File: config.mk
export PLATFORM = sky130hd
export DESIGN_NAME = credit_max_thread_scheduler_top
export DESIGN_NICKNAME = d
export VERILOG_FILES = /design/src/rtl/cmts_pkg.sv /design/src/rtl/credit_max_thread_scheduler_top.sv /design/src/rtl/cmts_cell.sv
export VERILOG_INCLUDE_DIRS = /design/src /design/src/rtl
export SDC_FILE = /design/constraint.sdc
export NUM_CORES = 2
export LEC_CHECK = 0
export ABC_AREA = 0
export BUFFER_PORTS_ARGS = -buffer_cell sky130_fd_sc_hd__clkbuf_2
export CAP_MARGIN = 5
export CELL_PAD_IN_SITES_DETAIL_PLACEMENT = 1
export CELL_PAD_IN_SITES_GLOBAL_PLACEMENT = 2
export CORE_MARGIN = 5
export CORE_UTILIZATION = 36
export CTS_CLUSTER_SIZE = 10
export DETAILED_ROUTE_END_ITERATION = 16
export PLACE_DENSITY = 0.78
export SLEW_MARGIN = 30
export SYNTH_ARGS = -nofsm -noshare
export SYNTH_HDL_FRONTEND = slang
export SYNTH_HIERARCHICAL = 1
export SYNTH_SLANG_ARGS = --single-unit
File: constraint.sdc
create_clock -name clk -period 6.3 [get_ports clk]
set_clock_uncertainty 0.05 [all_clocks]
set_input_delay 0.315 -clock clk [delete_from_list [all_inputs] [get_ports clk]]
set_output_delay 0.315 -clock clk [all_outputs]
set_load 0.01 [all_outputs]
File: src/rtl/credit_max_thread_scheduler_top_assert.svh
// Assertion macros for the credit scheduler.
`ifndef CREDIT_MAX_THREAD_SCHEDULER_TOP_ASSERT_SVH
`define CREDIT_MAX_THREAD_SCHEDULER_TOP_ASSERT_SVH
`ifndef ASSERT_OFF
`define CMTS_ASSERT_IMP(label, clk, rst_n, ante, cons) \
  label: assert property (@(posedge clk) disable iff (!rst_n) (ante) |-> (cons)) \
    else $error("credit scheduler check failed");
`define CMTS_ASSERT_NXT(label, clk, rst_n, ante, cons) \
  label: assert property (@(posedge clk) disable iff (!rst_n) (ante) |=> (cons)) \
    else $error("credit scheduler check failed");
`else
`define CMTS_ASSERT_IMP(label, clk, rst_n, ante, cons)
`define CMTS_ASSERT_NXT(label, clk, rst_n, ante, cons)
`endif
`endif

File: src/rtl/cmts_pkg.sv
package cmts_pkg;

  localparam int IDX_MAX_W  = 8;
  localparam int PRIO_MAX_W = 16;
  localparam int CRED_W     = PRIO_MAX_W + 1;

  localparam logic [2:0] CMD_TICK   = 3'd0;
  localparam logic [2:0] CMD_SLEEP  = 3'd1;
  localparam logic [2:0] CMD_WAKE   = 3'd2;
  localparam logic [2:0] CMD_LOAD   = 3'd3;
  localparam logic [2:0] CMD_REMOVE = 3'd4;

  localparam logic [2:0] OP_NONE     = 3'd0;
  localparam logic [2:0] OP_TICK     = 3'd1;
  localparam logic [2:0] OP_TICK_DEC = 3'd2;
  localparam logic [2:0] OP_SLEEP    = 3'd3;
  localparam logic [2:0] OP_WAKE     = 3'd4;
  localparam logic [2:0] OP_LOAD     = 3'd5;
  localparam logic [2:0] OP_REMOVE   = 3'd6;
  localparam logic [2:0] OP_RELOAD   = 3'd7;

  typedef struct packed {
    logic [2:0]            op;
    logic [IDX_MAX_W-1:0]  target;
    logic [PRIO_MAX_W-1:0] prio;
  } cell_cmd_t;

  typedef struct packed {
    logic                 valid;
    logic [IDX_MAX_W-1:0] idx;
    logic [CRED_W-1:0]    credit;
    logic [CRED_W-1:0]    reload;
  } scan_tok_t;

  typedef struct packed {
    logic              present;
    logic              running;
    logic [CRED_W-1:0] credit;
    logic [CRED_W-1:0] reload;
  } cell_stat_t;

endpackage

File: src/rtl/credit_max_thread_scheduler_top.sv
// Flow: commands without a scan go from idle to FIN and then to the output register;
// a scan passes START1 and SCAN1, a scan with credit reload also START2 and SCAN2, before FIN.
// The scan token walks the slot cell chain one cell per cycle; FIN waits while the output is stalled.
// One command is in work at a time; a new one is taken once the previous is finished.
// Synchronous active-low reset: slot 0 present and running, all credits zero,
// current slot 0, tick count 0, max_reentry 1.
`include "credit_max_thread_scheduler_top_assert.svh"

module credit_max_thread_scheduler_top #(
  parameter int NUM_SLOTS = 16,
  parameter int PRIO_BITS = 8
) (
  input  logic        clk,
  input  logic        rst_n,
  input  logic        in_valid,
  output logic        in_stall,
  input  logic [2:0]  in_cmd,
  input  logic [3:0]  in_slot,
  input  logic [7:0]  in_reentry_depth,
  input  logic [7:0]  in_priority_req,
  output logic        out_valid,
  input  logic        out_stall,
  output logic [3:0]  out_current_slot,
  output logic        out_switched,
  output logic        out_scheduled,
  output logic [31:0] out_tick_count,
  input  logic        cfg_valid,
  output logic        cfg_ready,
  input  logic [7:0]  cfg_data
);

  localparam int IDX_W  = $clog2(NUM_SLOTS);
  localparam int CRED_W = cmts_pkg::CRED_W;

  localparam logic [2:0] ST_IDLE   = 3'd0;
  localparam logic [2:0] ST_START1 = 3'd1;
  localparam logic [2:0] ST_SCAN1  = 3'd2;
  localparam logic [2:0] ST_START2 = 3'd3;
  localparam logic [2:0] ST_SCAN2  = 3'd4;
  localparam logic [2:0] ST_FIN    = 3'd5;

  logic [2:0]        state_r, state_nxt;
  logic [IDX_W-1:0]  running_slot_r, running_slot_nxt;
  logic [31:0]       tick_total_r, tick_total_nxt;
  logic [7:0]        max_reentry_r, max_reentry_nxt;
  logic              sw_r, sw_nxt;
  logic              sc_r, sc_nxt;
  logic [IDX_W-1:0]  best_idx_r, best_idx_nxt;
  logic [CRED_W-1:0] best_reload_r, best_reload_nxt;
  logic              out_valid_r, out_valid_nxt;
  logic [3:0]        out_slot_r;
  logic              out_sw_r;
  logic              out_sc_r;
  logic [31:0]       out_tick_r;
  logic              out_load;

  cmts_pkg::cell_cmd_t  cell_cmd;
  cmts_pkg::scan_tok_t  tok_head;
  cmts_pkg::scan_tok_t  tok [NUM_SLOTS+1];
  cmts_pkg::cell_stat_t stat [NUM_SLOTS];
  logic [NUM_SLOTS-1:0] present_vec;
  logic [NUM_SLOTS-1:0] running_vec;

  logic [IDX_W-1:0] slot_idx;
  logic             in_range;
  logic             tgt_present;
  logic             tgt_running;
  logic [IDX_W-1:0] win_idx;

  genvar gi;
  generate
    for (gi = 0; gi < NUM_SLOTS; gi++) begin : g_cell
      cmts_cell #(
        .PRIO_BITS (PRIO_BITS),
        .IDX       (gi)
      ) u_cell (
        .clk    (clk),
        .rst_n  (rst_n),
        .cmd_i  (cell_cmd),
        .tok_i  (tok[gi]),
        .tok_o  (tok[gi+1]),
        .stat_o (stat[gi])
      );
      assign present_vec[gi] = stat[gi].present;
      assign running_vec[gi] = stat[gi].running;
    end
  endgenerate

  assign tok[0]      = tok_head;
  assign slot_idx    = IDX_W'(in_slot);
  assign in_range    = (32'(in_slot) < NUM_SLOTS);
  assign tgt_present = in_range && present_vec[slot_idx];
  assign tgt_running = in_range && running_vec[slot_idx];
  assign win_idx     = IDX_W'(tok[NUM_SLOTS].idx);

  assign in_stall  = (state_r != ST_IDLE);
  assign cfg_ready = 1'b1;
  assign out_load  = (state_r == ST_FIN) && (!out_valid_r || !out_stall);

  always_comb begin
    state_nxt        = state_r;
    running_slot_nxt = running_slot_r;
    tick_total_nxt   = tick_total_r;
    max_reentry_nxt  = max_reentry_r;
    sw_nxt           = sw_r;
    sc_nxt           = sc_r;
    best_idx_nxt     = best_idx_r;
    best_reload_nxt  = best_reload_r;
    out_valid_nxt    = out_valid_r && out_stall;
    cell_cmd.op      = cmts_pkg::OP_NONE;
    cell_cmd.target  = cmts_pkg::IDX_MAX_W'(in_slot);
    cell_cmd.prio    = cmts_pkg::PRIO_MAX_W'(in_priority_req);
    tok_head         = '0;

    if (cfg_valid && cfg_ready) begin
      max_reentry_nxt = cfg_data;
    end

    unique case (state_r)
      ST_IDLE: begin
        if (in_valid) begin
          sw_nxt    = 1'b0;
          sc_nxt    = 1'b0;
          state_nxt = ST_FIN;
          case (in_cmd)
            cmts_pkg::CMD_TICK: begin
              tick_total_nxt  = tick_total_r + 32'd1;
              cell_cmd.target = cmts_pkg::IDX_MAX_W'(running_slot_r);
              if (in_reentry_depth <= max_reentry_r) begin
                cell_cmd.op = cmts_pkg::OP_TICK_DEC;
                sc_nxt      = 1'b1;
                state_nxt   = ST_START1;
              end else begin
                cell_cmd.op = cmts_pkg::OP_TICK;
              end
            end
            cmts_pkg::CMD_SLEEP: begin
              if (tgt_present && tgt_running) begin
                cell_cmd.op = cmts_pkg::OP_SLEEP;
                sc_nxt      = 1'b1;
                state_nxt   = ST_START1;
              end
            end
            cmts_pkg::CMD_WAKE: begin
              if (tgt_present && !tgt_running) begin
                cell_cmd.op      = cmts_pkg::OP_WAKE;
                sw_nxt           = (slot_idx != running_slot_r);
                running_slot_nxt = slot_idx;
              end
            end
            cmts_pkg::CMD_LOAD: begin
              if (in_range) begin
                cell_cmd.op = cmts_pkg::OP_LOAD;
              end
            end
            cmts_pkg::CMD_REMOVE: begin
              if (in_range && (in_slot != 4'd0)) begin
                cell_cmd.op = cmts_pkg::OP_REMOVE;
              end
            end
            default: begin
            end
          endcase
        end
      end
      ST_START1: begin
        tok_head.valid  = 1'b1;
        tok_head.idx    = '0;
        tok_head.credit = stat[0].credit;
        tok_head.reload = stat[0].reload;
        state_nxt       = ST_SCAN1;
      end
      ST_SCAN1: begin
        if (tok[NUM_SLOTS].valid) begin
          if (tok[NUM_SLOTS].credit[CRED_W-1] || (tok[NUM_SLOTS].credit == '0)) begin
            cell_cmd.op     = cmts_pkg::OP_RELOAD;
            best_idx_nxt    = win_idx;
            best_reload_nxt = tok[NUM_SLOTS].reload;
            state_nxt       = ST_START2;
          end else begin
            sw_nxt           = (win_idx != running_slot_r);
            running_slot_nxt = win_idx;
            state_nxt        = ST_FIN;
          end
        end
      end
      ST_START2: begin
        tok_head.valid  = 1'b1;
        tok_head.idx    = cmts_pkg::IDX_MAX_W'(best_idx_r);
        tok_head.credit = best_reload_r;
        tok_head.reload = best_reload_r;
        state_nxt       = ST_SCAN2;
      end
      ST_SCAN2: begin
        if (tok[NUM_SLOTS].valid) begin
          sw_nxt           = (win_idx != running_slot_r);
          running_slot_nxt = win_idx;
          state_nxt        = ST_FIN;
        end
      end
      ST_FIN: begin
        if (out_load) begin
          out_valid_nxt = 1'b1;
          state_nxt     = ST_IDLE;
        end
      end
      default: begin
        state_nxt = ST_IDLE;
      end
    endcase
  end

  always_ff @(posedge clk) begin
    if (!rst_n) begin
      state_r        <= ST_IDLE;
      running_slot_r <= '0;
      tick_total_r   <= '0;
      max_reentry_r  <= 8'd1;
      out_valid_r    <= 1'b0;
    end else begin
      state_r        <= state_nxt;
      running_slot_r <= running_slot_nxt;
      tick_total_r   <= tick_total_nxt;
      max_reentry_r  <= max_reentry_nxt;
      out_valid_r    <= out_valid_nxt;
    end
  end

  always_ff @(posedge clk) begin
    sw_r          <= sw_nxt;
    sc_r          <= sc_nxt;
    best_idx_r    <= best_idx_nxt;
    best_reload_r <= best_reload_nxt;
    if (out_load) begin
      out_slot_r <= 4'(running_slot_r);
      out_sw_r   <= sw_r;
      out_sc_r   <= sc_r;
      out_tick_r <= tick_total_r;
    end
  end

  assign out_valid        = out_valid_r;
  assign out_current_slot = out_slot_r;
  assign out_switched     = out_sw_r;
  assign out_scheduled    = out_sc_r;
  assign out_tick_count   = out_tick_r;

  `CMTS_ASSERT_IMP(a_running_in_range, clk, rst_n, 1'b1, (32'(running_slot_r) < NUM_SLOTS))
  `CMTS_ASSERT_IMP(a_scan_end_in_scan, clk, rst_n, tok[NUM_SLOTS].valid, (state_r == ST_SCAN1 || state_r == ST_SCAN2))
  `CMTS_ASSERT_NXT(a_accept_leaves_idle, clk, rst_n, (in_valid && !in_stall), (state_r != ST_IDLE))

endmodule

File: src/rtl/cmts_cell.sv
module cmts_cell #(
  parameter int PRIO_BITS = 8,
  parameter int IDX       = 0
) (
  input  logic                   clk,
  input  logic                   rst_n,
  input  cmts_pkg::cell_cmd_t    cmd_i,
  input  cmts_pkg::scan_tok_t    tok_i,
  output cmts_pkg::scan_tok_t    tok_o,
  output cmts_pkg::cell_stat_t   stat_o
);

  logic                        present_r;
  logic                        running_r;
  logic [PRIO_BITS-1:0]        prio_r;
  logic signed [PRIO_BITS:0]   credit_r;
  logic                        present_nxt;
  logic                        running_nxt;
  logic [PRIO_BITS-1:0]        prio_nxt;
  logic signed [PRIO_BITS:0]   credit_nxt;
  logic [cmts_pkg::CRED_W-1:0] credit_ext;
  logic [cmts_pkg::CRED_W-1:0] prio_ext;
  logic                        hit;
  logic                        take;
  cmts_pkg::scan_tok_t         tok_r;
  cmts_pkg::scan_tok_t         tok_nxt;

  assign credit_ext = cmts_pkg::CRED_W'(credit_r);
  assign prio_ext   = cmts_pkg::CRED_W'(prio_r);
  assign hit        = (cmd_i.target == cmts_pkg::IDX_MAX_W'(IDX));

  always_comb begin
    present_nxt = present_r;
    running_nxt = running_r;
    prio_nxt    = prio_r;
    credit_nxt  = credit_r;
    case (cmd_i.op) inside
      cmts_pkg::OP_TICK, cmts_pkg::OP_WAKE: begin
        if (hit) begin
          running_nxt = 1'b1;
        end
      end
      cmts_pkg::OP_TICK_DEC: begin
        if (hit) begin
          running_nxt = 1'b1;
          if (!credit_r[PRIO_BITS]) begin
            credit_nxt = credit_r - (PRIO_BITS + 1)'(1);
          end
        end
      end
      cmts_pkg::OP_SLEEP: begin
        if (hit) begin
          running_nxt = 1'b0;
        end
      end
      cmts_pkg::OP_LOAD: begin
        if (hit) begin
          present_nxt = 1'b1;
          running_nxt = 1'b1;
          prio_nxt    = cmd_i.prio[PRIO_BITS-1:0];
          credit_nxt  = {1'b0, cmd_i.prio[PRIO_BITS-1:0]};
        end
      end
      cmts_pkg::OP_REMOVE: begin
        if (hit) begin
          present_nxt = 1'b0;
          running_nxt = 1'b0;
          prio_nxt    = '0;
          credit_nxt  = '0;
        end
      end
      cmts_pkg::OP_RELOAD: begin
        if (present_r) begin
          credit_nxt = {1'b0, prio_r};
        end
      end
      default: begin
      end
    endcase
  end

  // The scan token picks up this slot when it is present and running and holds a strictly greater credit.
  assign take = tok_i.valid && present_r && running_r &&
                ($signed(credit_ext) > $signed(tok_i.credit));

  always_comb begin
    tok_nxt = tok_i;
    if (take) begin
      tok_nxt.idx    = cmts_pkg::IDX_MAX_W'(IDX);
      tok_nxt.credit = credit_ext;
      tok_nxt.reload = prio_ext;
    end
  end

  always_ff @(posedge clk) begin
    if (!rst_n) begin
      present_r <= (IDX == 0);
      running_r <= (IDX == 0);
      prio_r    <= '0;
      credit_r  <= '0;
      tok_r     <= '0;
    end else begin
      present_r <= present_nxt;
      running_r <= running_nxt;
      prio_r    <= prio_nxt;
      credit_r  <= credit_nxt;
      tok_r     <= tok_nxt;
    end
  end

  assign tok_o          = tok_r;
  assign stat_o.present = present_r;
  assign stat_o.running = running_r;
  assign stat_o.credit  = credit_ext;
  assign stat_o.reload  = present_r ? prio_ext : credit_ext;

endmodule
# Word level (Yosys, flattened, before mapping)
# Cells that the tools add are included.
classes:
  add_sub_neg: 17
  order_cmp: 18
  eq_ne: 105
  muxes: 461
  n_bitwise: 4
  n_reduce_logical: 154
ops:
  columns: ["op", "n"]
  rows:
  - ["$mux W9", 160]
  - ["$mux W8", 65]
  - ["$mux W38", 8]
  - ["$gt A9 B17 Y1", 16]
  - ["$mux W1", 188]
  - ["$mux W37", 4]
  - ["$sub A9 B2 Y9 const B", 16]
  - ["$reduce_and A8 Y1", 16]
  - ["$reduce_and A7 Y1", 17]
  - ["$ne A2 B1 Y1 const B", 51]
  - ["$pmux W43 S2", 1]
  - ["$reduce_and A5 Y1", 17]
  - ["$mux W36", 2]
  - ["$reduce_bool A4 Y1", 18]
  - ["$eq A8 B4 Y1 const B", 8]
  - ["$logic_and A1 B1 Y1", 52]
  - ["$ne A2 B2 Y1 const B", 21]
  - ["$mux W35", 1]
  - ["$mux W34", 1]
  - ["$reduce_or A2 Y1", 17]
  - ["$mux W3", 11]
  - ["$add A32 B1 Y32 const B", 1]
  - ["$eq A8 B3 Y1 const B", 4]
  - ["$mux W4", 7]
  - ["other kinds (30)", 57]
word_totals:
  register_bits: 1093
  input_bits: 36
  output_inout_bits: 41
  word_cells: 946

# Logic depth before layout (Yosys ltp)
depth:
  depth_word: 15
  mapped_depth: 16
  ltp_nobuf: 14

# Hierarchy
# The synthesis kept the hierarchy.
modules_own_cells:
  columns: ["module", "instances", "cells_each", "area_each_um2", "seq_area_each_um2"]
  rows:
  - ["cmts_cell (g_cell[1].u_cell ...)", 3, 373, 3236.9, 1241.2]
  - ["cmts_cell (g_cell[10].u_cell ...)", 3, 385, 3233.1, 1241.2]
  - ["cmts_cell (g_cell[13].u_cell ...)", 2, 380, 3224.3, 1241.2]
  - ["cmts_cell (g_cell[12].u_cell ...)", 2, 386, 3206.8, 1241.2]
  - ["credit_max_thread_scheduler_top", 1, 528, 5393.9, 2792.7]
  - ["cmts_cell (g_cell[7].u_cell)", 1, 406, 3400.8, 1241.2]
  - ["cmts_cell (g_cell[9].u_cell)", 1, 381, 3303.2, 1241.2]
  - ["cmts_cell (g_cell[0].u_cell)", 1, 370, 3238.1, 1241.2]
  - ["cmts_cell (g_cell[11].u_cell)", 1, 383, 3218.1, 1241.2]
  - ["cmts_cell (g_cell[8].u_cell)", 1, 380, 3216.8, 1241.2]
  - ["cmts_cell (g_cell[15].u_cell)", 1, 383, 3209.3, 1241.2]

# Worst setup path after synthesis
# No wires, ideal clock.
synth_path:
  path_type: "input-to-reg"
  startpoint: "input port in_slot[0]"
  endpoint: "register g_cell[8].u_cell.credit_r[3]"
  setup_time_ps: 128
  arrival_ps: 6320
  required_time_ps: 6122
  setup_slack_ps: -198
  stages: 14
  path_buffers: 3
  cell_sequence: "buf_2 -> mux4_2 -> mux2i_1 -> mux2i_1 -> a21bo_2 -> and3_1 -> o21ai_0 -> buf_2 -> nand3b_1 -> o31ai_1 -> or3_2 -> buf_6 -> a22oi_2 -> nor2_1"
synth_rtl:
  columns: ["element", "line", "text"]
  rows:
  - ["start, declared", "credit_max_thread_scheduler_top.sv:18", "input logic [3:0] in_slot,"]
  - ["end signal, assigned", "cmts_cell.sv:106", "credit_r <= credit_nxt;"]
  - ["end, declared", "cmts_cell.sv:16", "logic signed [PRIO_BITS:0] credit_r;"]

==> impl_metrics.py <==
metrics = {
    "sta": {
        "max_slew.worst_pin.slew_ns": 0.963,
        "fmax_ghz": 0.211,
        "rsz0062_at_grt": "false",
        "setup_viol": 0,
        "post-route-period-util": 0.751,
        "finalHoldViolCount": 0,
        "period_minus_slack_ns": 4.73,
        "relSlewSlack": 0.349,
        "fin_setup_tns_ns": 0,
        "whs_ns": 0.124,
        "slew_viol_final": 0,
    },
    "routing": {
        "antenna_left": 0,
        "routed_wl_microns": 160000,
        "routedWlPerCell_microns": 20.1,
        "drt_first_iter_violations": 2453,
        "drt_pass1_iterations": 6,
        "vias": 42900,
        "route.detailed.drc": 0,
        "via_per_inst": 5.37,
    },
    "global_routing": {
        "grt_max_degree": 204,
        "track_usage": 0.205,
        "grt_pass1_wl_microns": 251000,
        "grt_pass1_vias": 43100,
        "antenna_found_initial": 8,
        "grt-ovfl-total": 0,
    },
    "place": {
        "placed_cells": 7763,
        "gp_congestion": 0.824,
        "io_buffers": 75,
        "place_hpwl_microns": 111000,
        "dpl_cell_area_sq_um": 53700,
    },
    "clock_network": {
        "clock-sinks": 1037,
        "cts.path.max_buffers": 3,
        "clock-root-buffer": "clkbuf_16",
        "clkTransAtPathRegs_ns": 0.06,
        "cts_buffers": 130,
        "cts_setup_buffers": 0,
        "clk_latency_ns": 0.76,
        "h-tree-depth": 4,
        "cts_tree": "yes",
    },
    "floorplanning": {
        "fp.dieH_microns": 392,
        "start_util": 0.361,
        "rows": 140,
        "core_sq_um": 145000,
        "die_w_microns": 392,
        "ios": 77,
        "die-area_sq_um": 153000,
    },
    "worst_setup_path": {
        "path_max_fanout": 52,
        "worstSetupPathType": "flip-flop to flip-flop",
        "cp.arrival_ns": 5.35,
        "end_kind": "flip-flop",
        "rrSetupSlack_ns": 1.57,
        "worst_ep_required_time_ns": 6.92,
        "r2r-start": "g_cell[0].u_cell/present_r",
        "critPathLaunchType": "flip-flop",
        "startpoint": "g_cell[0].u_cell/present_r",
    },
    "final_layout": {
        "fin_nets": 6333,
        "layoutNonFillerInstCount": 7992,
        "fin_area_sq_um": 57900,
        "area_growth_syn_to_layout_pct": 10.5,
        "drive_gt1_frac": 0.0888,
    },
    "power_and_ir_drop": {
        "p_leak_uw": 0.0229,
        "ir_drop_mv": 0.211,
        "power.density_nw_per_um2": 255,
    },
    "worst_hold_path": {
        "min-delay-start": "in_valid",
        "hold_class": "input pin to flip-flop",
    },
    "yosys": {
        "synthCells": 6087,
        "synth_area_per_cell_sq_um": 8.61,
        "syn-cell-area_sq_um": 52400,
        "ys_warn_count": 6,
    },
    "flow_run": {
        "cap_violations": 0,
    },
    "status": {
        "outcome": "finished clean",
    },
}
-- layout by cell type (no fill, tap or decap), drive strengths merged, types with 55 or more instances in the layout --
cell type	instances
ha	297
a31o	132
mux2i	240
nor2	290
nand2b	108
inv	431
a21oi	420
buf	55
nand2	870
clkbuf	253
and2	118
nand3	212
a21boi	93
nand4	68
nor3	112
dfxtp	976
edfxtp	61
conb	65
o21ai	338
and3	203
-- worst max-delay path, cell delays in order (launching register included) --
cell and delay (ns):
dfxtp_1 0.85, mux2i_1 0.18, a22oi_1 0.20, nand3_1 0.17, a2111oi_4 0.54, o21ai_0 0.28, nand2_4 0.55, buf_12 0.32
and3b_1 0.48, nor3b_1 0.33, or3_4 0.31, a21oi_1 0.09, a311oi_1 0.23
-- repair_timing --
action	4_1_cts	5_1_grt
resized for setup	0	0
setup endpoints to repair	0	0
hold endpoints to repair	18	0
hold buffers	22	0
-- worst paths after layout --
path         depth (start not counted)                           end
max reg2reg                         12  g_cell[9].u_cell/credit_r[5]
min reg2reg                          0              best_reload_r[4]
max                                 12  g_cell[9].u_cell/credit_r[5]
min                                  7                    state_r[0]
-- registers in the layout (all words and copies together) (netlist names), 3 cells and up, named ones only --
register                 flops
best_idx_r                   4
best_reload_r               17
g_cell.u_cell/credit_r     144
g_cell.u_cell/present_r     16
g_cell.u_cell/prio_r       128
g_cell.u_cell/tok_o        624
max_reentry_r                8
out_current_slot             4
out_tick_count              32
running_slot_r               4
state_r                      3
tick_total_r                32
-- final cells by class --
class / instances / area (sq um)
Clock buffer: 179 / 3680
Timing Repair Buffer: 151 / 1110
Tap cell: 1917 / 2400
Fill cell: 16900 / 87300
Multi-Input combinational cell: 4252 / 27400
Antenna cell: 5 / 12.5
Sequential cell: 1037 / 21400
Inverter: 428 / 1610
Clock inverter: 23 / 314
-- where the power goes --
group / internal [uW] / leakage, uW / total (uW) / switching, uW
combinational: 279 / 0.0125 / 962 / 683
clock: 4120 / 0.00196 / 7070 / 2950
sequential: 6670 / 0.00842 / 6720 / 50.1
-- metal layers --
metal / GRT usage / routed length (microns) / vias up
met3: 0.0269 / 5030 / 194
met5: 0 / 0 / -
met2: 0.342 / 75500 / 558
met1: 0.279 / 76500 / 21200
met4: 0.0549 / 3430 / 0
li1: - / - / 20900
-- stage by stage --
| stage | worst slack [ns] | utilization | total power, uW |
|---|---|---|---|
| floorplan | 1.09 | - | 7480 |
| global placement | 1.42 | 0.369 | 7780 |
| detailed placement | 1.34 | 0.370 | 7800 |
| CTS | 1.60 | 0.399 | 15000 |
| global route | 1.24 | 0.399 | 15300 |
| finish | 1.57 | 0.399 | 14800 |
(Power assumes the default switching activity.)
